--- src/rtl/pfsb_pkg.sv ---
// ----------------------------------------------------------------------------
// pfsb_pkg
// shared types and constants for the prime factor shape builder
// ----------------------------------------------------------------------------
`default_nettype none

package pfsb_pkg;

  localparam int unsigned FieldW       = 16;
  localparam int unsigned MaxFactors   = 15;
  localparam int unsigned NfW          = 4;
  localparam int unsigned NumDims      = 3;
  localparam int unsigned FirstDivisor = 2;

  typedef struct packed {
    logic              kind;
    logic [FieldW-1:0] factor;
    logic [FieldW-1:0] dim_one;
    logic [FieldW-1:0] dim_two;
    logic [FieldW-1:0] dim_three;
    logic [1:0]        dim_count;
    logic              last;
  } item_t;

  localparam logic KindFactor = 1'b0;
  localparam logic KindShape  = 1'b1;

endpackage

`default_nettype wire

--- src/rtl/pfsb_div.sv ---
// ----------------------------------------------------------------------------
// pfsb_div
// iterative restoring divider, one quotient bit per cycle
// ----------------------------------------------------------------------------
`default_nettype none

module pfsb_div #(
  parameter int unsigned W = 16
) (
  input  wire logic         clk_i,
  input  wire logic         rst_ni,
  input  wire logic         start_i,
  input  wire logic [W-1:0] dividend_i,
  input  wire logic [W-1:0] divisor_i,
  output logic              done_o,
  output logic [W-1:0]      quot_o,
  output logic [W-1:0]      rem_o
);

  localparam int unsigned CW = $clog2(W + 1);

  logic [W-1:0]  r_q, r_d, q_q, q_d, d_q;
  logic [CW-1:0] cnt_q, cnt_d;
  logic          run_q, run_d, done_q, done_d;
  logic [W:0]    rs, diff;
  logic          ge;

  always_comb begin
    rs   = {r_q, q_q[W-1]};
    diff = rs - {1'b0, d_q};
    ge   = ~diff[W];
    r_d  = r_q;
    q_d  = q_q;
    cnt_d  = cnt_q;
    run_d  = run_q;
    done_d = 1'b0;
    if (start_i) begin
      r_d   = '0;
      q_d   = dividend_i;
      cnt_d = '0;
      run_d = 1'b1;
    end else if (run_q) begin
      r_d   = ge ? diff[W-1:0] : rs[W-1:0];
      q_d   = {q_q[W-2:0], ge};
      cnt_d = cnt_q + CW'(1);
      if (cnt_q == CW'(W - 1)) begin
        run_d  = 1'b0;
        done_d = 1'b1;
      end
    end
  end

  always_ff @(posedge clk_i or negedge rst_ni) begin
    if (!rst_ni) begin
      run_q  <= 1'b0;
      done_q <= 1'b0;
      cnt_q  <= '0;
    end else begin
      run_q  <= run_d;
      done_q <= done_d;
      cnt_q  <= cnt_d;
    end
  end

  always_ff @(posedge clk_i) begin
    r_q <= r_d;
    q_q <= q_d;
    if (start_i) begin
      d_q <= divisor_i;
    end
  end

  assign done_o = done_q;
  assign quot_o = q_q;
  assign rem_o  = r_q;

endmodule

`default_nettype wire

--- src/rtl/pfsb_out_reg.sv ---
// ----------------------------------------------------------------------------
// pfsb_out_reg
// output register holding one result word until the receiver takes it
// ----------------------------------------------------------------------------
`default_nettype none

module pfsb_out_reg (
  input  wire logic           clk_i,
  input  wire logic           rst_ni,
  input  wire logic           load_i,
  input  wire pfsb_pkg::item_t item_i,
  input  wire logic           ready_i,
  output logic                valid_o,
  output logic                free_o,
  output pfsb_pkg::item_t     item_o
);

  import pfsb_pkg::*;

  logic  valid_q, valid_d;
  item_t item_q;

  assign free_o = ~valid_q | ready_i;

  always_comb begin
    valid_d = valid_q;
    if (ready_i) begin
      valid_d = 1'b0;
    end
    if (load_i) begin
      valid_d = 1'b1;
    end
  end

  always_ff @(posedge clk_i or negedge rst_ni) begin
    if (!rst_ni) begin
      valid_q <= 1'b0;
    end else begin
      valid_q <= valid_d;
    end
  end

  always_ff @(posedge clk_i) begin
    if (load_i) begin
      item_q <= item_i;
    end
  end

  assign valid_o = valid_q;
  assign item_o  = item_q;

endmodule

`default_nettype wire

--- src/rtl/prime_factor_shape_builder.sv ---
// ----------------------------------------------------------------------------
// prime_factor_shape_builder
// trial division factoring with a round-robin three dimension shape
// ----------------------------------------------------------------------------
// input channel: in_valid_i / in_ready_o with value_i, one value per word.
// output channel: out_valid_o / out_ready_i, one word per prime factor in
// ascending order (kind 0), then one shape word (kind 1, last 1).
// in_ready_o is high only while the sequencer is idle; one value is
// worked on at a time.
// each candidate divisor costs a square compare, a divider start and one
// pass of the shared bit-serial divider, which is min(VALUE_WIDTH, 16) bits
// wide; each factor found adds an emission and a further divider pass at
// the same candidate. a 16 bit value runs at most 254 candidates; zero
// skips trial division and goes straight to its shape word.
// a stalled receiver holds the output register; the sequencer waits at
// its next emission and resumes when the register frees.
// reset clears the sequencer, the divider control and the output valid.
// ----------------------------------------------------------------------------
`default_nettype none

module prime_factor_shape_builder #(
  parameter int unsigned VALUE_WIDTH = 16
) (
  input  wire logic                        clk_i,
  input  wire logic                        rst_ni,
  input  wire logic                        in_valid_i,
  output logic                             in_ready_o,
  input  wire logic [pfsb_pkg::FieldW-1:0] value_i,
  output logic                             out_valid_o,
  input  wire logic                        out_ready_i,
  output logic                             kind_o,
  output logic [pfsb_pkg::FieldW-1:0]      factor_o,
  output logic [pfsb_pkg::FieldW-1:0]      dim_one_o,
  output logic [pfsb_pkg::FieldW-1:0]      dim_two_o,
  output logic [pfsb_pkg::FieldW-1:0]      dim_three_o,
  output logic [1:0]                       dim_count_o,
  output logic                             last_o
);

  import pfsb_pkg::*;

  localparam int unsigned VW = (VALUE_WIDTH < FieldW) ? VALUE_WIDTH : FieldW;
  localparam int unsigned PW = (VW + 1) / 2 + 1;

  localparam logic [2:0] StIdle  = 3'd0;
  localparam logic [2:0] StCheck = 3'd1;
  localparam logic [2:0] StInner = 3'd2;
  localparam logic [2:0] StDiv   = 3'd3;
  localparam logic [2:0] StTail  = 3'd4;
  localparam logic [2:0] StEmit  = 3'd5;
  localparam logic [2:0] StShape = 3'd6;

  logic [2:0]     state_q, state_d, ret_q, ret_d;
  logic [VW-1:0]  rem_q, rem_d, fac_q, fac_d;
  logic [VW-1:0]  dim0_q, dim0_d, dim1_q, dim1_d, dim2_q, dim2_d;
  logic [PW-1:0]  p_q, p_d;
  logic [NfW-1:0] nf_q, nf_d;
  logic [1:0]     idx_q, idx_d;

  logic [2*PW-1:0] sq;
  logic [VW-1:0]   dsel, prod, val;
  logic [2*VW-1:0] prod_full;
  logic            nf_room;

  logic          div_start, div_done;
  logic [VW-1:0] div_quot, div_rem;

  logic  out_load, out_free;
  item_t out_item, load_item;

  pfsb_div #(.W(VW)) u_div (
    .clk_i      (clk_i),
    .rst_ni     (rst_ni),
    .start_i    (div_start),
    .dividend_i (rem_q),
    .divisor_i  (VW'(p_q)),
    .done_o     (div_done),
    .quot_o     (div_quot),
    .rem_o      (div_rem)
  );

  pfsb_out_reg u_out (
    .clk_i   (clk_i),
    .rst_ni  (rst_ni),
    .load_i  (out_load),
    .item_i  (load_item),
    .ready_i (out_ready_i),
    .valid_o (out_valid_o),
    .free_o  (out_free),
    .item_o  (out_item)
  );

  assign val       = value_i[VW-1:0];
  assign sq        = p_q * p_q;
  assign nf_room   = nf_q < NfW'(MaxFactors);
  assign div_start = (state_q == StInner) && nf_room;

  always_comb begin
    unique case (idx_q)
      2'd0:    dsel = dim0_q;
      2'd1:    dsel = dim1_q;
      default: dsel = dim2_q;
    endcase
  end

  assign prod_full = dsel * fac_q;
  assign prod      = prod_full[VW-1:0];

  always_comb begin
    state_d   = state_q;
    ret_d     = ret_q;
    rem_d     = rem_q;
    fac_d     = fac_q;
    dim0_d    = dim0_q;
    dim1_d    = dim1_q;
    dim2_d    = dim2_q;
    p_d       = p_q;
    nf_d      = nf_q;
    idx_d     = idx_q;
    out_load  = 1'b0;
    load_item = '0;

    unique case (state_q)
      StIdle: begin
        if (in_valid_i) begin
          rem_d  = val;
          p_d    = PW'(FirstDivisor);
          idx_d  = 2'd0;
          dim0_d = VW'(1);
          dim1_d = VW'(1);
          dim2_d = VW'(1);
          if (val == '0) begin
            // zero reports all three unit dims
            nf_d    = NfW'(NumDims);
            state_d = StShape;
          end else begin
            nf_d    = '0;
            state_d = StCheck;
          end
        end
      end
      StCheck: begin
        state_d = (sq <= (2*PW)'(rem_q)) ? StInner : StTail;
      end
      StInner: begin
        if (nf_room) begin
          state_d = StDiv;
        end else begin
          p_d     = p_q + PW'(1);
          state_d = StCheck;
        end
      end
      StDiv: begin
        if (div_done) begin
          if (div_rem == '0) begin
            fac_d   = VW'(p_q);
            rem_d   = div_quot;
            ret_d   = StInner;
            state_d = StEmit;
          end else begin
            p_d     = p_q + PW'(1);
            state_d = StCheck;
          end
        end
      end
      StTail: begin
        if (nf_room && ((rem_q > VW'(1)) || (nf_q == '0))) begin
          fac_d   = rem_q;
          ret_d   = StShape;
          state_d = StEmit;
        end else begin
          state_d = StShape;
        end
      end
      StEmit: begin
        if (out_free) begin
          out_load         = 1'b1;
          load_item.kind   = KindFactor;
          load_item.factor = FieldW'(fac_q);
          unique case (idx_q)
            2'd0:    dim0_d = prod;
            2'd1:    dim1_d = prod;
            default: dim2_d = prod;
          endcase
          idx_d   = (idx_q == 2'd2) ? 2'd0 : idx_q + 2'd1;
          nf_d    = nf_q + NfW'(1);
          state_d = ret_q;
        end
      end
      StShape: begin
        if (out_free) begin
          out_load            = 1'b1;
          load_item.kind      = KindShape;
          load_item.dim_one   = FieldW'(dim0_q);
          load_item.dim_two   = FieldW'(dim1_q);
          load_item.dim_three = FieldW'(dim2_q);
          load_item.dim_count = (nf_q >= NfW'(NumDims)) ? 2'(NumDims) : nf_q[1:0];
          load_item.last      = 1'b1;
          state_d             = StIdle;
        end
      end
      default: begin
        state_d = StIdle;
      end
    endcase
  end

  always_ff @(posedge clk_i or negedge rst_ni) begin
    if (!rst_ni) begin
      state_q <= StIdle;
      ret_q   <= StIdle;
      nf_q    <= '0;
      idx_q   <= '0;
      p_q     <= PW'(FirstDivisor);
    end else begin
      state_q <= state_d;
      ret_q   <= ret_d;
      nf_q    <= nf_d;
      idx_q   <= idx_d;
      p_q     <= p_d;
    end
  end

  always_ff @(posedge clk_i) begin
    rem_q  <= rem_d;
    fac_q  <= fac_d;
    dim0_q <= dim0_d;
    dim1_q <= dim1_d;
    dim2_q <= dim2_d;
  end

  assign in_ready_o  = (state_q == StIdle);
  assign kind_o      = out_item.kind;
  assign factor_o    = out_item.factor;
  assign dim_one_o   = out_item.dim_one;
  assign dim_two_o   = out_item.dim_two;
  assign dim_three_o = out_item.dim_three;
  assign dim_count_o = out_item.dim_count;
  assign last_o      = out_item.last;

endmodule

`default_nettype wire
--- config.mk ---
export PLATFORM = sky130hd
export DESIGN_NAME = prime_factor_shape_builder
export DESIGN_NICKNAME = d
export VERILOG_FILES = /design/src/rtl/pfsb_pkg.sv /design/src/rtl/pfsb_div.sv /design/src/rtl/pfsb_out_reg.sv /design/src/rtl/prime_factor_shape_builder.sv
export SDC_FILE = /design/constraint.sdc
export NUM_CORES = 1
export LEC_CHECK = 0
export BUFFER_PORTS_ARGS = -buffer_cell sky130_fd_sc_hd__buf_2
export CAP_MARGIN = 20
export CORE_UTILIZATION = 60
export DETAILED_ROUTE_END_ITERATION = 8
export GPL_TIMING_DRIVEN = 0
export PLACE_DENSITY = 0.79
export SYNTH_ARGS = -nofsm -noshare
export SYNTH_HDL_FRONTEND = slang
export SYNTH_SLANG_ARGS = --single-unit
--- constraint.sdc ---
create_clock -name clk_i -period 7.4 [get_ports clk_i]
set_input_delay 0.37 -clock clk_i [delete_from_list [all_inputs] [get_ports clk_i]]
set_output_delay 0.37 -clock clk_i [all_outputs]
set_load 0.1 [all_outputs]
* Word level (Yosys, flattened, before mapping) *
Cells that the tools add are included.

word-level totals
  bits in registers = 218
  latch bits = 0
  bits in writable memories = 0
  bits in read-only memories = 0
  input port bits = 20
  output and inout bits = 70
  logic and storage cells = 148
  memories kept = 0

cells by class
  $add $sub $neg = 5
  multipliers = 2
  divide/modulo/power cells = 0
  order comparisons = 4
  equal/unequal tests = 20
  shifts and indexed selects = 0
  muxes and demuxes = 64
  bitwise logic cells = 3
  reduce and logical (&&, ||, !) cells = 26

operators with widths
  kind                                                    count
  two-way mux 16 bit                                      16
  case mux 16 bit (2 select lines)                        6
  two-way mux 9 bit                                       4
  zero test 16 bit                                        2
  two-way mux 3 bit                                       10
  case mux 9 bit (3 select lines)                         1
  AND reduction 4 bit                                     6
  case mux 3 bit (7 select lines)                         1
  less-or-equal comparator 18 x 16 -> 1 bit               1
  multiplier 9 x 9 -> 18 bit                              1
  subtractor 17 x 9 -> 17 bit                             1
  > comparator 16 x 1 -> 1 bit (second input constant)    1
  multiplier 16 x 16 -> 16 bit                            1
  inequality test 2 bit (second input constant)           8
  two-way mux 2 bit                                       7
  two-way mux 1 bit                                       11
  two-way mux 5 bit                                       2
  nonzero test 2 bit                                      5
  adder 9 x 1 -> 9 bit (second input constant)            1
  equality test 3 bit (second input constant)             3
  two-way mux 4 bit                                       2
  case mux 4 bit (2 select lines)                         1
  equality test 3 x 2 -> 1 bit (second input constant)    2
  inequality test 2 x 1 -> 1 bit (second input constant)  3
  other kinds (24)                                        28

* Longest topological paths before layout *
Gate-level depths: netlist of the first run.

  depth in word-level cells = 6
  mapped depth = 28

* By module *
A second synthesis of the first run with hierarchy kept.

unflattened totals
  cells, all modules = 1545
  area, all modules = 16390.7 um2

by module, submodules not included
  module                      instances  cells each  area each (um2)  seq. area each (um2)
  prime_factor_shape_builder  1          1186        11225.8          2904.0
  pfsb_div                    1          288         3075.4           1456.4
  pfsb_out_reg                1          71          2089.5           2067.0

* Worst setup path after synthesis of the first run *
No wires, ideal clock.

  path kind = register to register
  start = register state_q[1]
  end = register u_out.item_q, in the netlist u_out.item_o[10], enable pin
  library setup time = 0.585 ns
  data arrival time = 5.995 ns
  data required time = 6.815 ns
  slack = 0.820 ns
  stages on the path, launching flop included = 6
  buffers on the path = 2
  cells stage by stage = dfrtp_1 > clkbuf_1 > nand2b_1 > or2_2 > clkbuf_1 > o21ai_0

between the ends
  word-level cells in the longest chain between the ends = 3
  elaborated cells on any way between the ends = 4
  those cells by class = 2 x eq/ne; 1 x mux; 1 x reduce/logical

ends and longest elaborated chain
  element                         line                               RTL
  start: declaration              prime_factor_shape_builder.sv:53   logic [2:0] state_q, state_d, ret_q, ret_d;
  start signal: assignment        prime_factor_shape_builder.sv:210  state_q <= StIdle;
  start signal: assignment        prime_factor_shape_builder.sv:216  state_q <= state_d;
  equality test 3 bit             prime_factor_shape_builder.sv:123  unique case (state_q)
  OR reduction 2 bit (no line) *  n/a
  two-way mux 1 bit *             n/a
  named net out_load              prime_factor_shape_builder.sv:68   logic out_load, out_free;
  end signal: assignment          pfsb_out_reg.sv:45                 item_q <= item_i;
  end: declaration                pfsb_out_reg.sv:21                 item_t item_q;

The timed path passes the listed nets; every way through them passes the cells marked *.
A chain may end at the register's enable or synchronous reset.

* Worst setup path in the final report of the first run *
  start = register idx_q[1]
  end = register dim1_q[15] (data pin)

between the ends
  word-level cells in the longest chain between the ends = 6
  elaborated cells on any way between the ends = 7
  those cells by class = 1 x mul; 1 x eq/ne; 4 x mux; 1 x reduce/logical

ends and longest elaborated chain
  element                                                          line                               RTL
  start: declaration                                               prime_factor_shape_builder.sv:58   logic [1:0] idx_q, idx_d;
  start signal: assignment                                         prime_factor_shape_builder.sv:219  idx_q <= idx_d;
  equality test 2 x 1 -> 1 bit or zero test 2 bit (tied branches)  prime_factor_shape_builder.sv:99   unique case (idx_q)
  case mux 16 bit (2 select lines) *                               prime_factor_shape_builder.sv:99
  multiplier 16 x 16 -> 16 bit *                                   prime_factor_shape_builder.sv:106  assign prod_full = dsel * fac_q;
  two-way mux 16 bit *                                             prime_factor_shape_builder.sv:180  unique case (idx_q)
  two-way mux 16 bit *                                             prime_factor_shape_builder.sv:176  if (out_free) begin
  case mux 16 bit (2 select lines) *                               prime_factor_shape_builder.sv:123
  end signal: assignment                                           prime_factor_shape_builder.sv:228  dim1_q <= dim1_d;
  end: declaration                                                 prime_factor_shape_builder.sv:55   logic [VW-1:0] dim0_q, dim0_d, dim1_q, dim1_d, dim2_q, dim2_d;

Mark *: on every way between the ends. The rest lies on a longest branch, timed or not. The select of a mux whose other input is x is not followed.

==> results.sh, run 1 <==
export IMPL_status="finished, final reports clean"
export IMPL_synth_fa_ha_area_share_pct=23.6
export IMPL_synth_seq_cells=216
export IMPL_post_place_cells=1954
export IMPL_setup_worst_path_start_class="flip-flop"
export IMPL_core_mm2=0.0260
export IMPL_port_buffers=89
export IMPL_stdcell_area_mm2=0.0176
export IMPL_synth_cell_types=67
export IMPL_clock_fmax_ghz=0.143
export IMPL_cap_viol_max_count=0
export IMPL_antenna_found_initial=0
export IMPL_htreeDepth=1
export IMPL_grt_total_usage_pct=29.6
export IMPL_grt_pass1_vias=12096
export IMPL_synthFlopType="edfxtp_1"
export IMPL_synth_edf_count=172
export IMPL_top_layer_used="met4"
export IMPL_clock_path_buffers=3
export IMPL_cts_tree="yes"
export IMPL_synth_compound_area_share_pct=8.25
export IMPL_grt_max_degree=35
export IMPL_cp_required_ps=7640
export IMPL_async_flop_share_pct=13.0
export IMPL_die_y_um=164
export IMPL_synthesis_area_mm2=0.0158
export IMPL_fp_row_count=59
export IMPL_die_w_um=164
export IMPL_seq_area_frac_synth_pct=39.1
export IMPL_period_needed_ps=6990
export IMPL_setup_viol=0
export IMPL_firstDrtPassIters=5
export IMPL_worstPathMaxFanout=10
export IMPL_critical_path_class="reg -> reg"
export IMPL_overflow=0
export IMPL_worst_clock_skew_ps=21.5
export IMPL_syn_mean_instance_area_um2=10.4
export IMPL_reg2reg_slack_ps=410
export IMPL_hold_viol_final=0
export IMPL_numClockSinks=216
export IMPL_ant_nets=0
export IMPL_place_area_mm2=0.0168
export IMPL_layout_commonest_cell="inv_1"
export IMPL_synth_simple_area_share_pct=15.3
export IMPL_clkSlewWorstSetupHoldPaths_ps=60
export IMPL_drc=0
export IMPL_synthMuxAreaShare_pct=2.86
export IMPL_yosys_area_share_xor_xnor_pct=3.88
export IMPL_max_slew_worst_pin_slew_ps=895
export IMPL_rr_worst_depth=21
export IMPL_post_cts_buffers=0
export IMPL_r2r_end="dim1_q[15]$_DFFE_PP_"
export IMPL_die_area_mm2=0.0270
export IMPL_place_congestion=0.934
export IMPL_synth_warnings=0
export IMPL_area_growth_pct=11.1
export IMPL_start_util_pct=60.9
export IMPL_clk_insertion_delay_late_ps=530
export IMPL_hold_path_depth=2
export IMPL_m1WireLength_um=14500
export IMPL_synth_top_family_by_area="adder cells"
export IMPL_cts_root_buf="clkbuf_16"
export IMPL_setup_worst_path_end="dim1_q[15]$_DFFE_PP_"
export IMPL_rr_startpoint="idx_q[1]$_DFFE_PN0P_"
export IMPL_fin_nets=1896
export IMPL_final_cell_mix="219 x inv_1, 172 x edfxtp_1, 156 x nand2_1"
export IMPL_final_layout_size_suffix_gt1_share_pct=10.9
export IMPL_wl_met3_um=2210
export IMPL_grt_pass1_wl_um=61200
export IMPL_ios=90
export IMPL_grt_setup_unrepaired="false"
export IMPL_fin_crit_sh_pct=94.4
export IMPL_cts_inserted_buffers=24
export IMPL_met2_length_um=19500
export IMPL_maxSlewViolCount=0
export IMPL_syn_nets=1776
export IMPL_whs_ps=172
export IMPL_crit_arrival_ps=7230
export IMPL_hold_path_class="in -> reg"
export IMPL_critPathLaunch="idx_q[1]$_DFFE_PN0P_"
export IMPL_layout_cells_non_filler=1998
export IMPL_vias=11600
export IMPL_synth_cells=1526
export IMPL_drtIter0Drc=901
export IMPL_routed_via_density=5.81
export IMPL_wirelength_um=37900
export IMPL_avgRoutedWirePerCell_um=19.0
export IMPL_antennaDiodeCount=0
export IMPL_dp_hpwl_um=29500
export IMPL_relSlewSlack_pct=40.3
export IMPL_end_kind="flip-flop"
-- critical path, cell delays in order (launching register included) --
cell and delay [ps]:
dfrtp_1 380, buf_6 140, buf_2 200, buf_6 170, o21ai_1 370, clkbuf_1 510, and2_1 240, fa_1 440
ha_1 340, fa_1 510, fa_1 540, inv_1 50, fa_1 500, fa_1 460, xnor2_1 150, xnor2_1 210
xnor2_1 160, xnor2_1 170, xnor3_1 460, xnor3_1 370, xnor2_1 210, nor2_2 100
-- how the worst min path moves through the flow --
stage                                end  slack, ps                 start
global route          rem_q[6]$_DFFE_PP_        170            value_i[6]
global placement    ret_q[1]$_DFFE_PN0P_        460  ret_q[1]$_DFFE_PN0P_
CTS                   rem_q[5]$_DFFE_PP_        160            value_i[5]
finish                rem_q[5]$_DFFE_PP_        170            value_i[5]
detailed placement  ret_q[1]$_DFFE_PN0P_        450  ret_q[1]$_DFFE_PN0P_
floorplan           idx_q[0]$_DFFE_PN0P_         70                rst_ni
-- state kept, by name (all words and copies together), names as in the netlist, 3 cells and up --
| register | count |
|---|---|
| dim0_q | 16 |
| dim1_q | 16 |
| dim2_q | 16 |
| fac_q | 16 |
| nf_q | 4 |
| p_q | 9 |
| rem_q | 16 |
| state_q | 3 |
| u_div.cnt_q | 5 |
| u_div.d_q | 9 |
| u_div.quot_o | 16 |
| u_div.rem_o | 16 |
| u_out.item_o | 67 |
-- metrics by stage --
| stage | setup WS, ps | util, % | setup TNS [ps] |
|---|---|---|---|
| after floorplan | 820 | - | 0 |
| after global placement | -1410 | 64.2 | -93960 |
| after detailed placement | 165 | 64.6 | 0 |
| after CTS | 77.3 | 67.6 | 0 |
| final | 413 | 67.6 | 0 |
| after global routing | 109 | 67.6 | 0 |
-- Yosys cell counts, drive strengths merged, types with 3 or more instances --
cell type	number	area [µm²]
dfrtp	27	676
edfxtp	172	5160
a21o	10	75.1
nand3b	3	22.5
o41ai	3	26.3
xor2	20	183
nand3	18	90.1
o21bai	3	22.5
nor3b	4	30.0
o21a	11	82.6
o221ai	3	26.3
and2	129	807
nand2b	15	93.8
and3	22	138
nor2b	14	87.6
nor4	12	75.1
o211ai	4	35.0
nand4	6	37.5
or3	7	43.8
dfxtp	16	320
mux2i	19	190
nor3	22	110
mux2	23	263
nand2	156	586
a21oi	53	277
xnor3	4	90.1
ha	115	1440
nor2	61	229
xnor2	39	342
clkbuf	49	184
fa	115	2300
a31oi	17	106
or2	3	18.8
inv	219	822
buf	12	90.1
a211oi	5	42.5
nand4b	3	26.3
o31ai	5	37.5
o21ai	89	460
-- final cells by class --
cell class,count,area (µm²)
buffer,61,277
clock buffer,27,612
clock inverter,16,169
fill,1985,8410
inverter,220,826
multi-input combinational,1029,8560
sequential,216,6190
tap,335,419
timing repair buffer,94,533
-- routing by layer --
layer  vias to the layer above  GRT usage (%)
li1                       5336              -
met1                      5680           35.3
met2                       461           53.3
met3                       123           3.67
met4                         0           13.5
met5                         -              0
-- kinds of logic (layout without fill, tap and decap cells) --
logic type / Yosys count / in the layout
AND/OR/NAND/NOR: 478 / 478
flip-flops: 216 / 216
buffers and inverters: 281 / 418
multiplexers: 42 / 42
adder cells (fa/ha/maj): 230 / 230
AO/OA/AOI/OAI: 216 / 216
XOR/XNOR: 63 / 63
-- timing repair --
action	CTS	global route
hold buffers	1	0
hold endpoints to repair	27	0
resized for setup	0	6
endpoints found under the setup margin	0	3
Power of run 1 is left out: the tool's default activity adds up to more than one toggle a clock period on the data nets, which glitch-free logic cannot reach.
==> inputs of run 2 (changes only) <==
==> constraint.sdc (replaced) <==
create_clock -name clk_i -period 8.73 [get_ports clk_i]
set_input_delay 0.4365 -clock clk_i [delete_from_list [all_inputs] [get_ports clk_i]]
set_output_delay 0.4365 -clock clk_i [all_outputs]
set_load 0.1 [all_outputs]
==> run 2 against run 1 <==
Worst setup slack improved by 1000 ps. Routed wire length about the same. Clock skew fell by 2.1 ps. Final cell count stayed put. Worst hold slack better by 67 ps. Cell area about the same.
==> results.sh, run 2 (synthesis gave the netlist of run 1 again) <==
export IMPL_status="finished, final reports clean"
export IMPL_die_w_um=164
export IMPL_crit_arrival_ps=7590
export IMPL_hold_viol_final=0
export IMPL_setup_worst_path_start_class="flip-flop"
export IMPL_cts_tree="yes"
export IMPL_relSlewSlack_pct=40.6
export IMPL_wirelength_um=38000
export IMPL_clock_fmax_ghz=0.137
export IMPL_cts_inserted_buffers=24
export IMPL_cp_required_ps=9030
export IMPL_fin_nets=1896
export IMPL_area_growth_pct=11.1
export IMPL_place_congestion=0.934
export IMPL_slowest_stage="fa_1"
export IMPL_drtIter0Drc=877
export IMPL_die_area_mm2=0.0270
export IMPL_place_area_mm2=0.0168
export IMPL_fin_crit_sh_pct=83.5
export IMPL_numClockSinks=216
export IMPL_max_slew_worst_pin_slew_ps=890
export IMPL_cap_viol_max_count=0
export IMPL_cp_slowest_stage_delay_ps=560
export IMPL_largest_reg_flops=67
export IMPL_die_y_um=164
export IMPL_vias=11601
export IMPL_period_needed_ps=7290
export IMPL_htreeDepth=1
export IMPL_overflow=0
export IMPL_post_cts_buffers=0
export IMPL_dp_hpwl_um=29500
export IMPL_layout_commonest_cell="inv_1"
export IMPL_reg2reg_slack_ps=1440
export IMPL_port_buffers=89
export IMPL_post_cts_resized=0
export IMPL_routed_via_density=5.81
export IMPL_grt_pass1_vias=12096
export IMPL_clkSlewWorstSetupHoldPaths_ps=60
export IMPL_final_layout_size_suffix_gt1_share_pct=10.7
export IMPL_hold_path_class="in -> reg"
export IMPL_crit_path_frequent_cell="fa_1"
export IMPL_firstDrtPassIters=6
export IMPL_critical_path_class="reg -> reg"
export IMPL_grt_total_usage_pct=29.6
export IMPL_worstPathMaxFanout=10
export IMPL_antennaDiodeCount=0
export IMPL_avgRoutedWirePerCell_um=19.0
export IMPL_grt_max_degree=35
export IMPL_crit_family="adder cells"
export IMPL_clk_insertion_delay_late_ps=530
export IMPL_end_kind="flip-flop"
export IMPL_final_cell_mix="219 x inv_1, 172 x edfxtp_1, 156 x nand2_1"
export IMPL_ios=90
export IMPL_worst_clock_skew_ps=19.4
export IMPL_stdcell_area_mm2=0.0176
export IMPL_start_util_pct=60.9
export IMPL_maxSlewViolCount=0
export IMPL_fillCellCount=1986
export IMPL_whs_ps=239
export IMPL_path_buf_inv=7
export IMPL_antenna_found_initial=0
export IMPL_grt_pass1_wl_um=61200
export IMPL_final_util_pct=67.6
export IMPL_core_mm2=0.0260
export IMPL_clock_path_buffers=3
export IMPL_setup_viol=0
export IMPL_grt_setup_unrepaired="false"
export IMPL_drc=0
export IMPL_ant_nets=0
export IMPL_timing_critical_path_cells="buf_6 -> buf_2 -> buf_2 -> o21ai_0 -> clkbuf_1 -> nand2_1 -> fa_1 -> inv_1 -> fa_1 -> inv_1 -> fa_1 -> fa_1 -> inv_1 -> fa_1 -> fa_1 -> ha_1 -> a21o_1 -> a21oi_1 -> nor2b_1 -> o21ai_0 -> xnor2_1 -> nor2_1"
export IMPL_fp_row_count=59
export IMPL_cts_root_buf="clkbuf_16"
==> run 2: cell counts in the layout (fill, tap and decap cells not counted) <==
Identical to the previous run, type by type.
==> run 2: routing by layer <==
metal	global-route usage (%)	vias to the layer above	part of all wire (%)
li1	-	5336	-
met1	35.3	5677	38
met2	53.3	474	52
met3	3.67	114	5.6
met4	13.5	0	4.5
met5	0	-	0
==> run 2: layout make-up <==
type | instances | area (µm²) | share of cell area, %
buffer | 61 | 274 | 1.56
clock buffer | 27 | 612 | 3.48
clock inverter | 16 | 169 | 0.961
inverter | 220 | 826 | 4.70
multi-input combinational | 1029 | 8550 | 48.7
sequential | 216 | 6190 | 35.2
tap | 335 | 419 | 2.39
timing repair buffer | 94 | 533 | 3.03
==> run 2: repair_timing <==
item | in CTS | in global routing
hold endpoints to repair | 9 | 0
hold buffers | 1 | 0
setup endpoints to repair | 0 | 0
==> run 2: per-stage QoR <==
step                setup TNS [ps]  worst slack (ps)  instances
floorplan                        0              2150       1526
global placement             -4850             -80.4       1950
detailed placement               0              1490       1954
CTS                              0              1410       1998
global route                     0              1060       1998
finish                           0              1440       1998
==> run 2: final timing paths <==
| path | cells past startpoint | end | start |
|---|---|---|---|
| min reg2reg | 1 | ret_q[1]$_DFFE_PN0P_ | ret_q[1]$_DFFE_PN0P_ |
| max in group asynchronous | 2 | ret_q[2]$_DFFE_PN0P_ | rst_ni |
| min in group asynchronous | 2 | p_q[3]$_DFFE_PN0P_ | rst_ni |
| min | 2 | rem_q[5]$_DFFE_PP_ | value_i[5] |
| max | 22 | dim1_q[15]$_DFFE_PP_ | idx_q[1]$_DFFE_PN0P_ |
| max reg2reg | 22 | dim1_q[15]$_DFFE_PP_ | idx_q[1]$_DFFE_PN0P_ |
Power of run 2 is left out for the same reason.
